===== src/assert_macros.svh =====
// Assertion helpers: every check is sampled on the rising clock and held off during reset.
`ifndef ASSERT_MACROS_SVH
`define ASSERT_MACROS_SVH

// Check that a property holds at every rising edge of clk outside reset.
`define ASSERT_CLK(label, prop, msg) \
	label: assert property (@(posedge clk) disable iff (!arst_n) (prop)) else $error(msg);

// Check that when the antecedent holds, the consequent holds on the next edge.
`define ASSERT_NEXT(label, ante, cons, msg) \
	label: assert property (@(posedge clk) disable iff (!arst_n) (ante) |=> (cons)) \
		else $error(msg);

`endif


===== src/rrfp_pkg.sv =====
package rrfp_pkg;

	localparam int ByteW = 8;
	localparam int WordW = 16;
	localparam int PosW = 4;

	localparam logic [ByteW-1:0] HdrByte = 8'hAA;

	// Byte positions within the 12-byte frame
	localparam logic [PosW-1:0] PosHdr0 = 4'd0;
	localparam logic [PosW-1:0] PosHdr1 = 4'd1;
	localparam logic [PosW-1:0] PosIdHi = 4'd2;
	localparam logic [PosW-1:0] PosIdLo = 4'd3;
	localparam logic [PosW-1:0] PosStrHi = 4'd4;
	localparam logic [PosW-1:0] PosStrLo = 4'd5;
	localparam logic [PosW-1:0] PosRngHi = 4'd6;
	localparam logic [PosW-1:0] PosRngLo = 4'd7;
	localparam logic [PosW-1:0] PosCheck = 4'd11;

	localparam logic [WordW-1:0] MinStrengthRst = 16'd5;
	localparam logic [WordW-1:0] MinRangeRst = 16'd20;
	localparam logic [WordW-1:0] MaxRangeRst = 16'd9000;

	localparam int CfgIdxW = 2;

	typedef enum logic [CfgIdxW-1:0] {
		RegMinStrength = 2'd0,
		RegMinRange    = 2'd1,
		RegMaxRange    = 2'd2
	} cfg_reg_t;

endpackage


===== src/radar_range_frame_parser.sv =====
// A result passes through the input register, which loads on the edge that accepts its
// checksum beat, and then through the result register.
// Throughput: one byte per cycle while no result waits; at most one result per 12-byte frame.
// Back-pressure on the result side stalls the input only while a result waits.
// Reset (arst_n low, asynchronous): header search restarts, limits return to
// 5 / 20 / 9000, no result pending.
`include "assert_macros.svh"

module radar_range_frame_parser (
	input  logic                             clk,
	input  logic                             arst_n,
	// slave side: [7:0] rx_byte
	input  logic                             s_tvalid,
	output logic                             s_tready,
	input  logic [rrfp_pkg::ByteW-1:0]       s_tdata,
	// master side: [15:0] range_value, [31:16] signal_strength, [47:32] frame_id
	output logic                             m_tvalid,
	input  logic                             m_tready,
	output logic [3*rrfp_pkg::WordW-1:0]     m_tdata,
	// master side user: [0] range_ok
	output logic                             m_tuser,
	// configuration write channel
	input  logic                             cfg_valid,
	output logic                             cfg_ready,
	input  logic [rrfp_pkg::CfgIdxW-1:0]     cfg_index,
	input  logic [rrfp_pkg::WordW-1:0]       cfg_data
);

	logic                          valid_s1;
	logic [rrfp_pkg::ByteW-1:0]    byte_s1;

	logic [rrfp_pkg::PosW-1:0]     pos_q;
	logic [rrfp_pkg::ByteW-1:0]    sum_q;
	logic [rrfp_pkg::WordW-1:0]    id_q;
	logic [rrfp_pkg::WordW-1:0]    strength_q;
	logic [rrfp_pkg::WordW-1:0]    range_q;

	logic [rrfp_pkg::WordW-1:0]    min_strength_q;
	logic [rrfp_pkg::WordW-1:0]    min_range_q;
	logic [rrfp_pkg::WordW-1:0]    max_range_q;

	logic                          out_valid_q;
	logic                          out_ok_q;
	logic [rrfp_pkg::WordW-1:0]    out_range_q;
	logic [rrfp_pkg::WordW-1:0]    out_strength_q;
	logic [rrfp_pkg::WordW-1:0]    out_id_q;

	logic                          advance;
	logic                          step;
	logic                          at_check;
	logic                          emit;
	logic                          limits_ok;
	logic [rrfp_pkg::PosW-1:0]     pos_next;
	logic [rrfp_pkg::ByteW-1:0]    sum_base;

	assign advance   = !out_valid_q || m_tready;
	assign step      = valid_s1 && advance;
	assign s_tready  = !valid_s1 || advance;
	assign cfg_ready = 1'b1;

	assign at_check  = pos_q >= rrfp_pkg::PosCheck;
	assign emit      = step && at_check && (sum_q == byte_s1);
	assign limits_ok = (strength_q > min_strength_q) && (range_q > min_range_q)
		&& (range_q < max_range_q);

	// the checksum covers frame bytes four to ten only
	assign sum_base = (pos_q == rrfp_pkg::PosHdr0) ? '0 : sum_q;

	always_comb begin
		priority if (at_check) begin
			pos_next = rrfp_pkg::PosHdr0;
		end else if (pos_q <= rrfp_pkg::PosHdr1) begin
			pos_next = (byte_s1 == rrfp_pkg::HdrByte) ? pos_q + 1'b1 : rrfp_pkg::PosHdr0;
		end else begin
			pos_next = pos_q + 1'b1;
		end
	end

	// input register
	always_ff @(posedge clk or negedge arst_n) begin
		if (!arst_n) begin
			valid_s1 <= 1'b0;
		end else if (s_tready) begin
			valid_s1 <= s_tvalid;
		end
	end

	always_ff @(posedge clk) begin
		if (s_tready && s_tvalid) begin
			byte_s1 <= s_tdata;
		end
	end

	// frame tracking
	always_ff @(posedge clk or negedge arst_n) begin
		if (!arst_n) begin
			pos_q <= rrfp_pkg::PosHdr0;
			sum_q <= '0;
		end else if (step) begin
			pos_q <= pos_next;
			if (pos_q >= rrfp_pkg::PosStrHi && !at_check) begin
				sum_q <= sum_base + byte_s1;
			end else begin
				sum_q <= sum_base;
			end
		end
	end

	always_ff @(posedge clk) begin
		if (step) begin
			case (pos_q)
				rrfp_pkg::PosIdHi:  id_q[15:8]       <= byte_s1;
				rrfp_pkg::PosIdLo:  id_q[7:0]        <= byte_s1;
				rrfp_pkg::PosStrHi: strength_q[15:8] <= byte_s1;
				rrfp_pkg::PosStrLo: strength_q[7:0]  <= byte_s1;
				rrfp_pkg::PosRngHi: range_q[15:8]    <= byte_s1;
				rrfp_pkg::PosRngLo: range_q[7:0]     <= byte_s1;
				default: ;
			endcase
		end
	end

	// limit registers
	always_ff @(posedge clk or negedge arst_n) begin
		if (!arst_n) begin
			min_strength_q <= rrfp_pkg::MinStrengthRst;
			min_range_q    <= rrfp_pkg::MinRangeRst;
			max_range_q    <= rrfp_pkg::MaxRangeRst;
		end else if (cfg_valid && cfg_ready) begin
			case (rrfp_pkg::cfg_reg_t'(cfg_index))
				rrfp_pkg::RegMinStrength: min_strength_q <= cfg_data;
				rrfp_pkg::RegMinRange:    min_range_q    <= cfg_data;
				rrfp_pkg::RegMaxRange:    max_range_q    <= cfg_data;
				default: ;
			endcase
		end
	end

	// result register
	always_ff @(posedge clk or negedge arst_n) begin
		if (!arst_n) begin
			out_valid_q <= 1'b0;
		end else if (advance) begin
			out_valid_q <= emit;
		end
	end

	always_ff @(posedge clk) begin
		if (emit) begin
			out_ok_q       <= limits_ok;
			out_range_q    <= limits_ok ? range_q : '0;
			out_strength_q <= strength_q;
			out_id_q       <= id_q;
		end
	end

	assign m_tvalid = out_valid_q;
	assign m_tuser  = out_ok_q;
	assign m_tdata  = {out_id_q, out_strength_q, out_range_q};

	`ASSERT_CLK(a_pos_range, pos_q <= rrfp_pkg::PosCheck, "position beyond checksum")
	`ASSERT_NEXT(a_frame_restart, step && at_check, pos_q == rrfp_pkg::PosHdr0, "no restart")
	`ASSERT_CLK(a_range_forced, !(m_tvalid && !m_tuser) || (m_tdata[15:0] == '0), "range kept")
	`ASSERT_CLK(a_stall_input, !(m_tvalid && !m_tready && valid_s1) || !s_tready, "not held")

endmodule


===== config.mk =====
export PLATFORM = sky130hd
export DESIGN_NAME = radar_range_frame_parser
export DESIGN_NICKNAME = d
export VERILOG_FILES = /design/src/rrfp_pkg.sv /design/src/radar_range_frame_parser.sv
export VERILOG_INCLUDE_DIRS = /design/src /design/src/src
export SDC_FILE = /design/constraint.sdc
export NUM_CORES = 1
export LEC_CHECK = 0
export ABC_CLOCK_PERIOD_IN_PS = 9050
export BUFFER_PORTS_ARGS = -buffer_cell sky130_fd_sc_hd__clkbuf_2
export CORE_ASPECT_RATIO = 1.1
export CORE_UTILIZATION = 34
export DETAILED_ROUTE_END_ITERATION = 7
export PLACE_DENSITY = 0.5
export SLEW_MARGIN = 20
export SYNTH_ARGS = -nofsm -noshare
export SYNTH_HDL_FRONTEND = slang
export SYNTH_SLANG_ARGS = --single-unit

===== constraint.sdc =====
create_clock -name clk -period 9.05 [get_ports clk]
set_clock_uncertainty 0.05 [all_clocks]
set_input_delay 1.81 -clock clk [delete_from_list [all_inputs] [get_ports clk]]
set_output_delay 1.81 -clock clk [all_outputs]
set_load 0.01 [all_outputs]

=== After elaboration in Yosys (flattened, before gate mapping) ===
Index checks and enable logic that the tools add are counted.

* Reductions and logical operators: 23
* Mux-type cells: 5
* Eq/ne operators: 10
* Add/subtract/negate cells: 2
* Magnitude comparators: 6

{| class="wikitable"
|+ Operators with widths
! kind !! number
|-
| > comparator 16 bit || 2
|-
| AND reduction 2 bit || 9
|-
| equality test 4 x 3 -> 1 bit (second input constant) || 4
|-
| < comparator 16 bit || 1
|-
| two-way mux 8 bit || 2
|-
| two-way mux 4 bit || 3
|-
| adder 8 bit || 1
|-
| equality test 4 x 2 -> 1 bit (second input constant) || 2
|-
| equality test 8 bit || 1
|-
| equality test 8 bit (second input constant) || 1
|-
| logical AND 1 bit || 7
|-
| adder 4 x 1 -> 4 bit (second input constant) || 1
|-
| greater-or-equal comparator 4 x 3 -> 1 bit (second input constant) || 1
|-
| greater-or-equal comparator 4 bit (second input constant) || 1
|-
| <= comparator 4 x 1 -> 1 bit (second input constant) || 1
|-
| zero test 4 bit || 1
|-
| zero test 1 bit || 3
|-
| equality test 2 x 1 -> 1 bit (second input constant) || 1
|-
| equality test 2 bit (second input constant) || 1
|-
| zero test 2 bit || 1
|-
| logical OR 1 bit || 2
|}

* Word-level logic and storage cells: 64
* Register bits after elaboration: 167
* Input bits: 31
* Output and inout port bits: 52

=== Longest topological paths before layout ===
Gate-level depths: netlist (run 1).

* Depth after elaboration: 5
* Gate-level depth with buffers: 13
* Depth with buffers taken out: 13

=== Worst setup path before layout (run 1) ===
OpenSTA, ideal clock, no wires.

* Path type: input-to-reg
* From: input port m_tready
* To: register out_ok_q, in the netlist m_tuser (enable)
* Stages: 3
* Data required time: 8.423 ns
* Library setup time: 0.577 ns
* Buffers on the path: 0
* Slack: 1.660 ns
* Arrival: 6.763 ns
* Cells stage by stage: nand2b_1 > nand2_1 > nor4_1

* Longest elaborated chain between the ends: 4

{| class="wikitable"
|+ RTL lines
! what !! line !! source
|-
| start, declared || radar_range_frame_parser.sv:18 || <nowiki>input logic m_tready,</nowiki>
|-
| logical OR 1 bit || radar_range_frame_parser.sv:56 || <nowiki>assign advance = !out_valid_q || m_tready;</nowiki>
|-
| logical AND 1 bit || radar_range_frame_parser.sv:57 || <nowiki>assign step = valid_s1 && advance;</nowiki>
|-
| logical AND 1 bit (2 in a row) || radar_range_frame_parser.sv:62 || <nowiki>assign emit = step && at_check && (sum_q == byte_s1);</nowiki>
|-
| named net emit || radar_range_frame_parser.sv:51 || <nowiki>logic emit;</nowiki>
|-
| end signal, assigned || radar_range_frame_parser.sv:150 || <nowiki>out_ok_q <= limits_ok;</nowiki>
|-
| end, declared || radar_range_frame_parser.sv:43 || <nowiki>logic out_ok_q;</nowiki>
|}

The timed path passes the listed nets, and every way through them passes these cells.
A chain may end at the register's enable or synchronous reset.

=== Worst setup path in the final report (run 1) ===
* From: input port m_tready
* To: output port s_tready

* Longest elaborated chain between the ends: 2

{| class="wikitable"
|+ RTL lines
! what !! line !! source
|-
| logical OR 1 bit || radar_range_frame_parser.sv:56 ||
|-
| logical OR 1 bit || radar_range_frame_parser.sv:58 || <nowiki>assign s_tready = !valid_s1 || advance;</nowiki>
|-
| end, declared || radar_range_frame_parser.sv:14 || <nowiki>output logic s_tready,</nowiki>
|}

No other way between the ends.

==> out/metrics.cfg, run 1 <==
[status]
outcome=finished clean

[critical_path]
startpoint_type=input port
reg2reg_depth=12
rrSetupSlack_ns=6.22
timing.rr.end=sum_q[7]
worstPathMaxFanout=3
cp_data_required_time_ns=7.19
crit_arrival_ns=2.22
endpoint_kind=output port
crit_start=m_tready
r2r-start=pos_q[0]
worstSetupPathType=input port to output port

[yosys]
ys_types=50
yosys_warnings=0
synth_seq_area_share_pct=62.9
synthCells=541
synth_top_area_share_pct=42.1
yosysMostFrequentCell=edfxtp_1
synth_common_cells=edfxtp_1 (105), ha_1 (59), inv_1 (56)
ys_ff_latch=167
synth_edf_count=105
ys.flop_type=edfxtp_1
async_flop_share_pct=37.1
yosysTopAreaCell=edfxtp_1
syn_avg_cell_area_um2=13.9
synth_area_um2=7500
synthTopCellsByArea=edfxtp_1 (42%), dfrtp_1 (18%), ha_1 (9.8%), mux2_2 (5.1%), dfstp_2 (3.2%)
synth_nets=632

[detailed_routing]
finalWirelength_mm=15.3
wire_per_inst_um=16.3
via_count=4430
firstDrtPassIters=4
ant_nets=0
drt_iter0_drc=134
vias_per_cell=4.72
drcViolationCount=0

[grt]
antenna_found_initial=0
grt_use_total_pct=14.5
grt_pass1_vias=4507
grt_overflow=0
grt_start_max_net_pins=63
grt_pass1_wl_mm=24.2

[place]
routabilityCongestion=0.772
pre_cts_ws_ns=4.98
dpl_cell_area_um2=8260
port_buffers=81
hpwl_mm=11.3

[finish]
diodes=0
drive_above_1_share_pct=27.2
fin_nets=726
design_area_um2=8850
area_growth_pct=18.1
final_core_util_pct=41.3

[min_path]
holdPathStages=0
min_to=out_id_q[13]
hp-class=flip-flop to flip-flop
worstHoldStart=id_q[13]

[power]
p_leak_uw=0.00367
vdd.ir_drop.worst_uv=126
p_per_area_nw_per_um2=206

[sta]
rsz0062_at_grt=false
final_hold_viol_count=0
drv_slew=0
slew_headroom_pct=34.6
fin_setup_tns_ns=0
tightest_slew_ns=0.978
period_minus_slack_ns=4.08
max_freq_ghz=0.245
setup_viol=0
setup_ws_ns=4.97
holdWs_ns=0.375
fin_crit_sh_pct=45.1

[floorplanning]
dieHeight_um=158
core_um2=21400
die-area_um2=22600
initial_utilization_pct=35.0
rows=56
fp.dieW_um=144
pin_count=83

[cts]
post_cts_buffers=0
clock_latency_ns=0.43
clock-root-buffer=clkbuf_16
cts_hold_buffers=0
cts_buffer_depth=2
cts_resized=0
cts_buffers=17
cts_tree=yes
htree_levels=4
clock-sinks=167
clk_pin_slew_ns=0.07

[flow_run]
maxCapViolCount=0

-- final cells by class --
| type | instances | area, um^2 |
|---|---|---|
| Clock buffer | 17 | 425 |
| Clock inverter | 15 | 173 |
| Fill cell | 2036 | 12600 |
| Inverter | 56 | 210 |
| Multi-Input combinational cell | 308 | 2530 |
| Sequential cell | 167 | 4720 |
| Tap cell | 290 | 363 |
| Timing Repair Buffer | 85 | 435 |
-- stage by stage --
stage | cells | total power, uW
after global routing | 938 | 1910
after global placement | 906 | 1110
after CTS | 938 | 1850
after floorplan | 541 | 1050
final | 938 | 1830
after detailed placement | 906 | 1120
-- metal layers --
metal | up-vias | global-route usage, % | wire (um) | part of all wire, %
met3 | 18 | 3.39 | 474 | 3.1
met5 | - | 0 | 0 | 0
met2 | 80 | 25.5 | 7890 | 52
met4 | 0 | 4.91 | 174 | 1.1
li1 | 2151 | - | - | -
met1 | 2181 | 17.4 | 6770 | 44
-- placed cells by master (no fill, tap or decap), types with 12 or more instances in the layout --
cell / count
a21oi_1: 20
nand2_1: 33
clkbuf_16: 17
mux2_2: 34
clkbuf_2: 81
ha_1: 59
edfxtp_1: 105
dfrtp_1: 53
and2_1: 12
inv_1: 56
o21ai_0: 31
-- worst max-delay path, stage by stage --
cell	delay, ns
clkbuf_2	0.09
nand3b_1	0.18
clkbuf_2	0.15
-- cell families (layout without fill, tap and decap cells) --
family,after synthesis,count (layout),share of synthesized area (%)
AO/OA/AOI/OAI,81,81,6.76
multiplexers,34,34,5.11
buffers and inverters,66,173,3.54
AND/OR/NAND/NOR,118,118,9.88
adder cells (fa/ha/maj),60,60,10.1
other,1,1,0.0500
flip-flops,167,167,62.9
XOR/XNOR,14,14,1.64
-- where the power goes --
| part | leakage (uW) | switching, uW | total, uW | internal (uW) |
|---|---|---|---|---|
| combinational | 0.00167 | 116 | 203 | 87.8 |
| sequential | 0.00171 | 31.8 | 895 | 863 |
| clock | 0.000297 | 330 | 727 | 397 |
| total | 0.00367 | 478 | 1830 | 1350 |
-- state kept, by name, summed over array words and instances, names as in the netlist --
name            cells
id_q               16
max_range_q        16
min_range_q        16
min_strength_q     16
out_id_q           16
out_range_q        16
out_strength_q     16
range_q            16
strength_q         16
byte_s1             8
sum_q               8
pos_q               4
m_tuser             1
m_tvalid            1
valid_s1            1
-- worst max-delay path by stage --
stage	to	slack, ns	depth (start not counted)
global placement	s_tready	4.97	3
detailed placement	s_tready	4.98	3
floorplan	m_tuser	1.66	3
finish	s_tready	4.97	3
CTS	s_tready	4.97	3
global route	s_tready	4.93	3
No activity file was read; power rests on OpenSTA's default activity.
==> run 2: changes to the inputs <==
- ABC_CLOCK_PERIOD_IN_PS: 9050 -> 3600
- PLACE_DENSITY: 0.5 -> 0.52
- clock period: 9.05 -> 3.6 ns (I/O delays scaled with it)
==> out/metrics.cfg, run 2 (synthesized netlist as in run 1, its figures left out) <==
[cts]
post_cts_buffers=0
htree_levels=4
cts_resized=0
clk_pin_slew_ns=0.07
cts_buffers=17
clock-sinks=167
cts_hold_buffers=0
clock_latency_ns=0.43
cts_tree=yes
clock-root-buffer=clkbuf_16
cts_buffer_depth=2

[sta]
fin_setup_tns_ns=0
tightest_slew_ns=0.955
rsz0062_at_grt=false
drv_slew=0
max_freq_ghz=0.352
fin_crit_sh_pct=79.0
slew_headroom_pct=36.1
setup_viol=0
period_minus_slack_ns=2.84
final_hold_viol_count=0

[floorplanning]
rows=56
core_um2=21400
pin_count=83
dieHeight_um=158
initial_utilization_pct=35.0
fp.dieW_um=144
die-area_um2=22600

[power]
vdd.ir_drop.worst_uv=311
p_leak_uw=0.00368
p_per_area_nw_per_um2=520

[place]
port_buffers=81
hpwl_mm=11.4
routabilityCongestion=0.828

[critical_path]
worstPathMaxFanout=10
reg2reg_depth=12
timing.rr.end=sum_q[7]
crit_arrival_ns=3.13
worstSetupPathType=flip-flop to flip-flop
endpoint_kind=flip-flop
cp_data_required_time_ns=3.88
rrSetupSlack_ns=0.76
r2r-start=pos_q[0]
startpoint_type=flip-flop

[flow_run]
maxCapViolCount=0

[detailed_routing]
via_count=4439
wire_per_inst_um=16.7
ant_nets=0
firstDrtPassIters=4
drt_iter0_drc=272
drcViolationCount=0
vias_per_cell=4.73
finalWirelength_mm=15.7

[grt]
grt_pass1_vias=4555
grt_use_total_pct=15.0
grt_start_max_net_pins=35
antenna_found_initial=0
grt_overflow=0
grt_pass1_wl_mm=24.6

[finish]
most-common-layout-cells=edfxtp_1 (105), clkbuf_2 (81), ha_1 (59), inv_1 (56), dfrtp_1 (53)
final_core_util_pct=41.4
fin_nets=727
area_growth_pct=18.4
mostFrequentLayoutCell=edfxtp_1
drive_above_1_share_pct=27.1
fillCellCount=2016
diodes=0

[status]
outcome=finished clean

[min_path]
hp-class=input port to asynchronous set/reset pin

[run 2: changes by cell type in the layout (fill, tap and decap cells not counted), sizes merged]
cell	previous run	this run
inv	67	62
buf	4	5
clkbuf	98	99
bufinv	1	2
clkinv	3	6
[run 2: area by class of cell]
class / instances / area [um^2] / share of cell area (%)
clock inverter: 14 / 164 / 1.85
clock buffer: 18 / 429 / 4.84
inverter: 56 / 210 / 2.37
multi-input combinational: 308 / 2530 / 28.6
timing repair buffer: 86 / 455 / 5.13
tap: 290 / 363 / 4.09
sequential: 167 / 4720 / 53.2
[run 2: how the worst max path moves through the flow]
stage / from / depth (start not counted) / endpoint
after CTS: pos_q[0] / 12 / sum_q[7]
after floorplan: byte_s1[7] / 4 / m_tuser
after global placement: pos_q[0] / 12 / sum_q[7]
after detailed placement: pos_q[0] / 12 / sum_q[7]
after global routing: pos_q[0] / 12 / sum_q[7]
final: pos_q[0] / 12 / sum_q[7]
[run 2: layer usage]
metal  wire length, um  track usage, %  vias up
met1              6970            18.2     2178
met4               219            5.02        0
met3               632            3.81       24
met2              7870            25.7       91
met5                 0               0        -
li1                  -               -     2146
[run 2: through the flow]
| stage | total power (uW) | instance area (um^2) | instances | setup WS (ns) | hold slack [ns] |
|---|---|---|---|---|---|
| after floorplan | 2650 | 7510 | 541 | 0.331 | 0.350 |
| after global placement | 2800 | 8280 | 907 | 0.915 | 0.355 |
| after detailed placement | 2820 | 8280 | 907 | 0.757 | 0.355 |
| after CTS | 4670 | 8870 | 939 | 0.745 | 0.369 |
| after global routing | 4840 | 8870 | 939 | 0.469 | 0.375 |
| final | 4610 | 8870 | 939 | 0.756 | 0.342 |
[run 2: report_power, final]
part / total (uW) / switching, uW / internal (uW)
Sequential: 2250 / 84.4 / 2170
Clock: 1840 / 795 / 1040
Combinational: 521 / 298 / 223
Total: 4610 / 1180 / 3430
[run 2: critical path, cell delays in order (launching register included)]
cell and delay [ns]:
dfrtp_1 0.44, inv_1 0.13, ha_1 0.19, nand2_1 0.23
nand2_1 0.20, inv_1 0.06, ha_1 0.26, a21oi_1 0.17
o211ai_1 0.16, o41ai_1 0.32, xnor2_1 0.20, a21oi_1 0.11
a311oi_1 0.22
==> run 3: changes to the inputs <==
- ABC_CLOCK_PERIOD_IN_PS: 3600 -> 2800
- PLACE_DENSITY: 0.52 -> 0.5
- clock period: 3.6 -> 2.8 ns (I/O delays scaled with it)
==> out/metrics.cfg, run 3 (synthesized netlist as in run 1, its figures left out) <==
[grt]
grt_overflow=0
antenna_found_initial=0
grt_pass1_vias=4651
grt_start_max_net_pins=63
grt_pass1_wl_mm=25.8
grt_use_total_pct=15.4

[power]
vdd.ir_drop.worst_uv=425
p_leak_uw=0.00374
p_per_area_nw_per_um2=653
p_total_uw=5880

[floorplanning]
initial_utilization_pct=35.0
pin_count=83
rows=56
die-area_um2=22600
dieHeight_um=158
core_um2=21400
fp.dieW_um=144

[finish]
diodes=0
area_growth_pct=20.3
fin_nets=740
mostFrequentLayoutCell=edfxtp_1
most-common-layout-cells=edfxtp_1 (105), clkbuf_2 (81), ha_1 (57), inv_1 (55), dfrtp_1 (52)
drive_above_1_share_pct=30.1
final_core_util_pct=42.1

[cts]
clock-sinks=167
htree_levels=4
clock_latency_ns=0.44
cts_hold_buffers=0
cts_buffers=17
clk_pin_slew_ns=0.07
cts_tree=yes
clock-root-buffer=clkbuf_16
cts_buffer_depth=2

[critical_path]
crit_arrival_ns=2.97
endpoint_kind=flip-flop
cp_slowest_cell=dfrtp_2
critPathMaxStageDelay_ns=0.44
worstPathMaxFanout=10
cpMostUsedCell=inv_1
worstSetupPathType=flip-flop to flip-flop
startpoint_type=flip-flop
crit_chain=inv_1, ha_2, nand2_4, nand2_1, inv_1, ha_1, a21oi_2, o211ai_1, o41ai_2, xnor2_1, a21oi_1, a311oi_1
cp_data_required_time_ns=3.09

[sta]
final_hold_viol_count=0
tightest_slew_ns=0.880
drv_slew=0
setup_viol=0
fin_crit_sh_pct=95.8
holdWs_ns=0.244
period_minus_slack_ns=2.68
max_freq_ghz=0.373
fin_setup_tns_ns=0
slew_headroom_pct=41.3

[detailed_routing]
ant_nets=0
vias_per_cell=4.72
wire_per_inst_um=17.2
finalWirelength_mm=16.4
drt_iter0_drc=197
firstDrtPassIters=5
via_count=4498
drcViolationCount=0

[min_path]
hp-class=input port to flip-flop

[status]
outcome=finished clean

[flow_run]
maxCapViolCount=0

[place]
port_buffers=81
hpwl_mm=12.0
routabilityCongestion=0.832

## run 3: cell types whose count changed in the layout (fill, tap and decap cells not counted), sizes merged
cell / change
bufinv: -2
clkinvlp: +1
buf: +13
clkbuf: -1
inv: +3
clkinv: -1
## run 3: repair_timing
action | CTS | global route
endpoints found under the setup margin | 0 | 2
buffers inserted | 0 | 0
gates resized for setup | 0 | 9
## run 3: cell type report
| cell class | instances | area [um^2] |
|---|---|---|
| Sequential cell | 167 | 4720 |
| Tap cell | 290 | 363 |
| Clock inverter | 15 | 159 |
| Timing Repair Buffer | 99 | 566 |
| Fill cell | 1989 | 12400 |
| Multi-Input combinational cell | 308 | 2580 |
| Inverter | 56 | 210 |
| Clock buffer | 17 | 425 |
## run 3: per-layer routing
| layer | vias up | track usage [%] | wire length, um |
|---|---|---|---|
| met5 | - | 0 | 0 |
| met1 | 2219 | 18.8 | 7080 |
| met3 | 13 | 2.90 | 464 |
| met2 | 82 | 27.3 | 8620 |
| met4 | 0 | 4.81 | 197 |
| li1 | 2184 | - | - |
## run 3: path summary, 6_finish.rpt
kind                                  from           to  slack [ns]  cells after the start
worst max register to register    pos_q[0]     sum_q[7]        0.12                     12
worst min-delay path            s_tdata[2]   byte_s1[2]        0.24                      1
worst max-delay path              pos_q[0]     sum_q[7]        0.12                     12
worst min register to register     id_q[2]  out_id_q[2]        0.37                      0
max in group asynchronous           arst_n     pos_q[0]        1.84                      2
min in group asynchronous           arst_n     pos_q[3]        0.27                      2
## run 3: report_power, final
group	switching, uW	internal, uW	leakage (uW)
sequential	88.6	2790	0.00171
clock	1080	1190	0.000285
combinational	415	314	0.00175
## run 3: worst max-delay path: cells and delay by family (launching register included)
| family | cells | cell delay [ns] |
|---|---|---|
| AO/OA/AOI/OAI | 5 | 1.00 |
| XOR/XNOR | 1 | 0.18 |
| adder cells (fa/ha/maj) | 2 | 0.51 |
| buffers and inverters | 2 | 0.17 |
| flip-flops | 1 | 0.44 |
| AND/OR/NAND/NOR | 2 | 0.22 |
## run 3: stage by stage
step / cells / setup slack, ns / instance area [um^2]
3_5_place_dp: 920 / 0.0225 / 8400
3_3_place_gp: 920 / 0.179 / 8400
4_1_cts: 952 / 0.00223 / 8980
6_report: 952 / 0.118 / 9020
5_1_grt: 952 / -0.00433 / 9020
2_1_floorplan: 541 / -0.386 / 7510
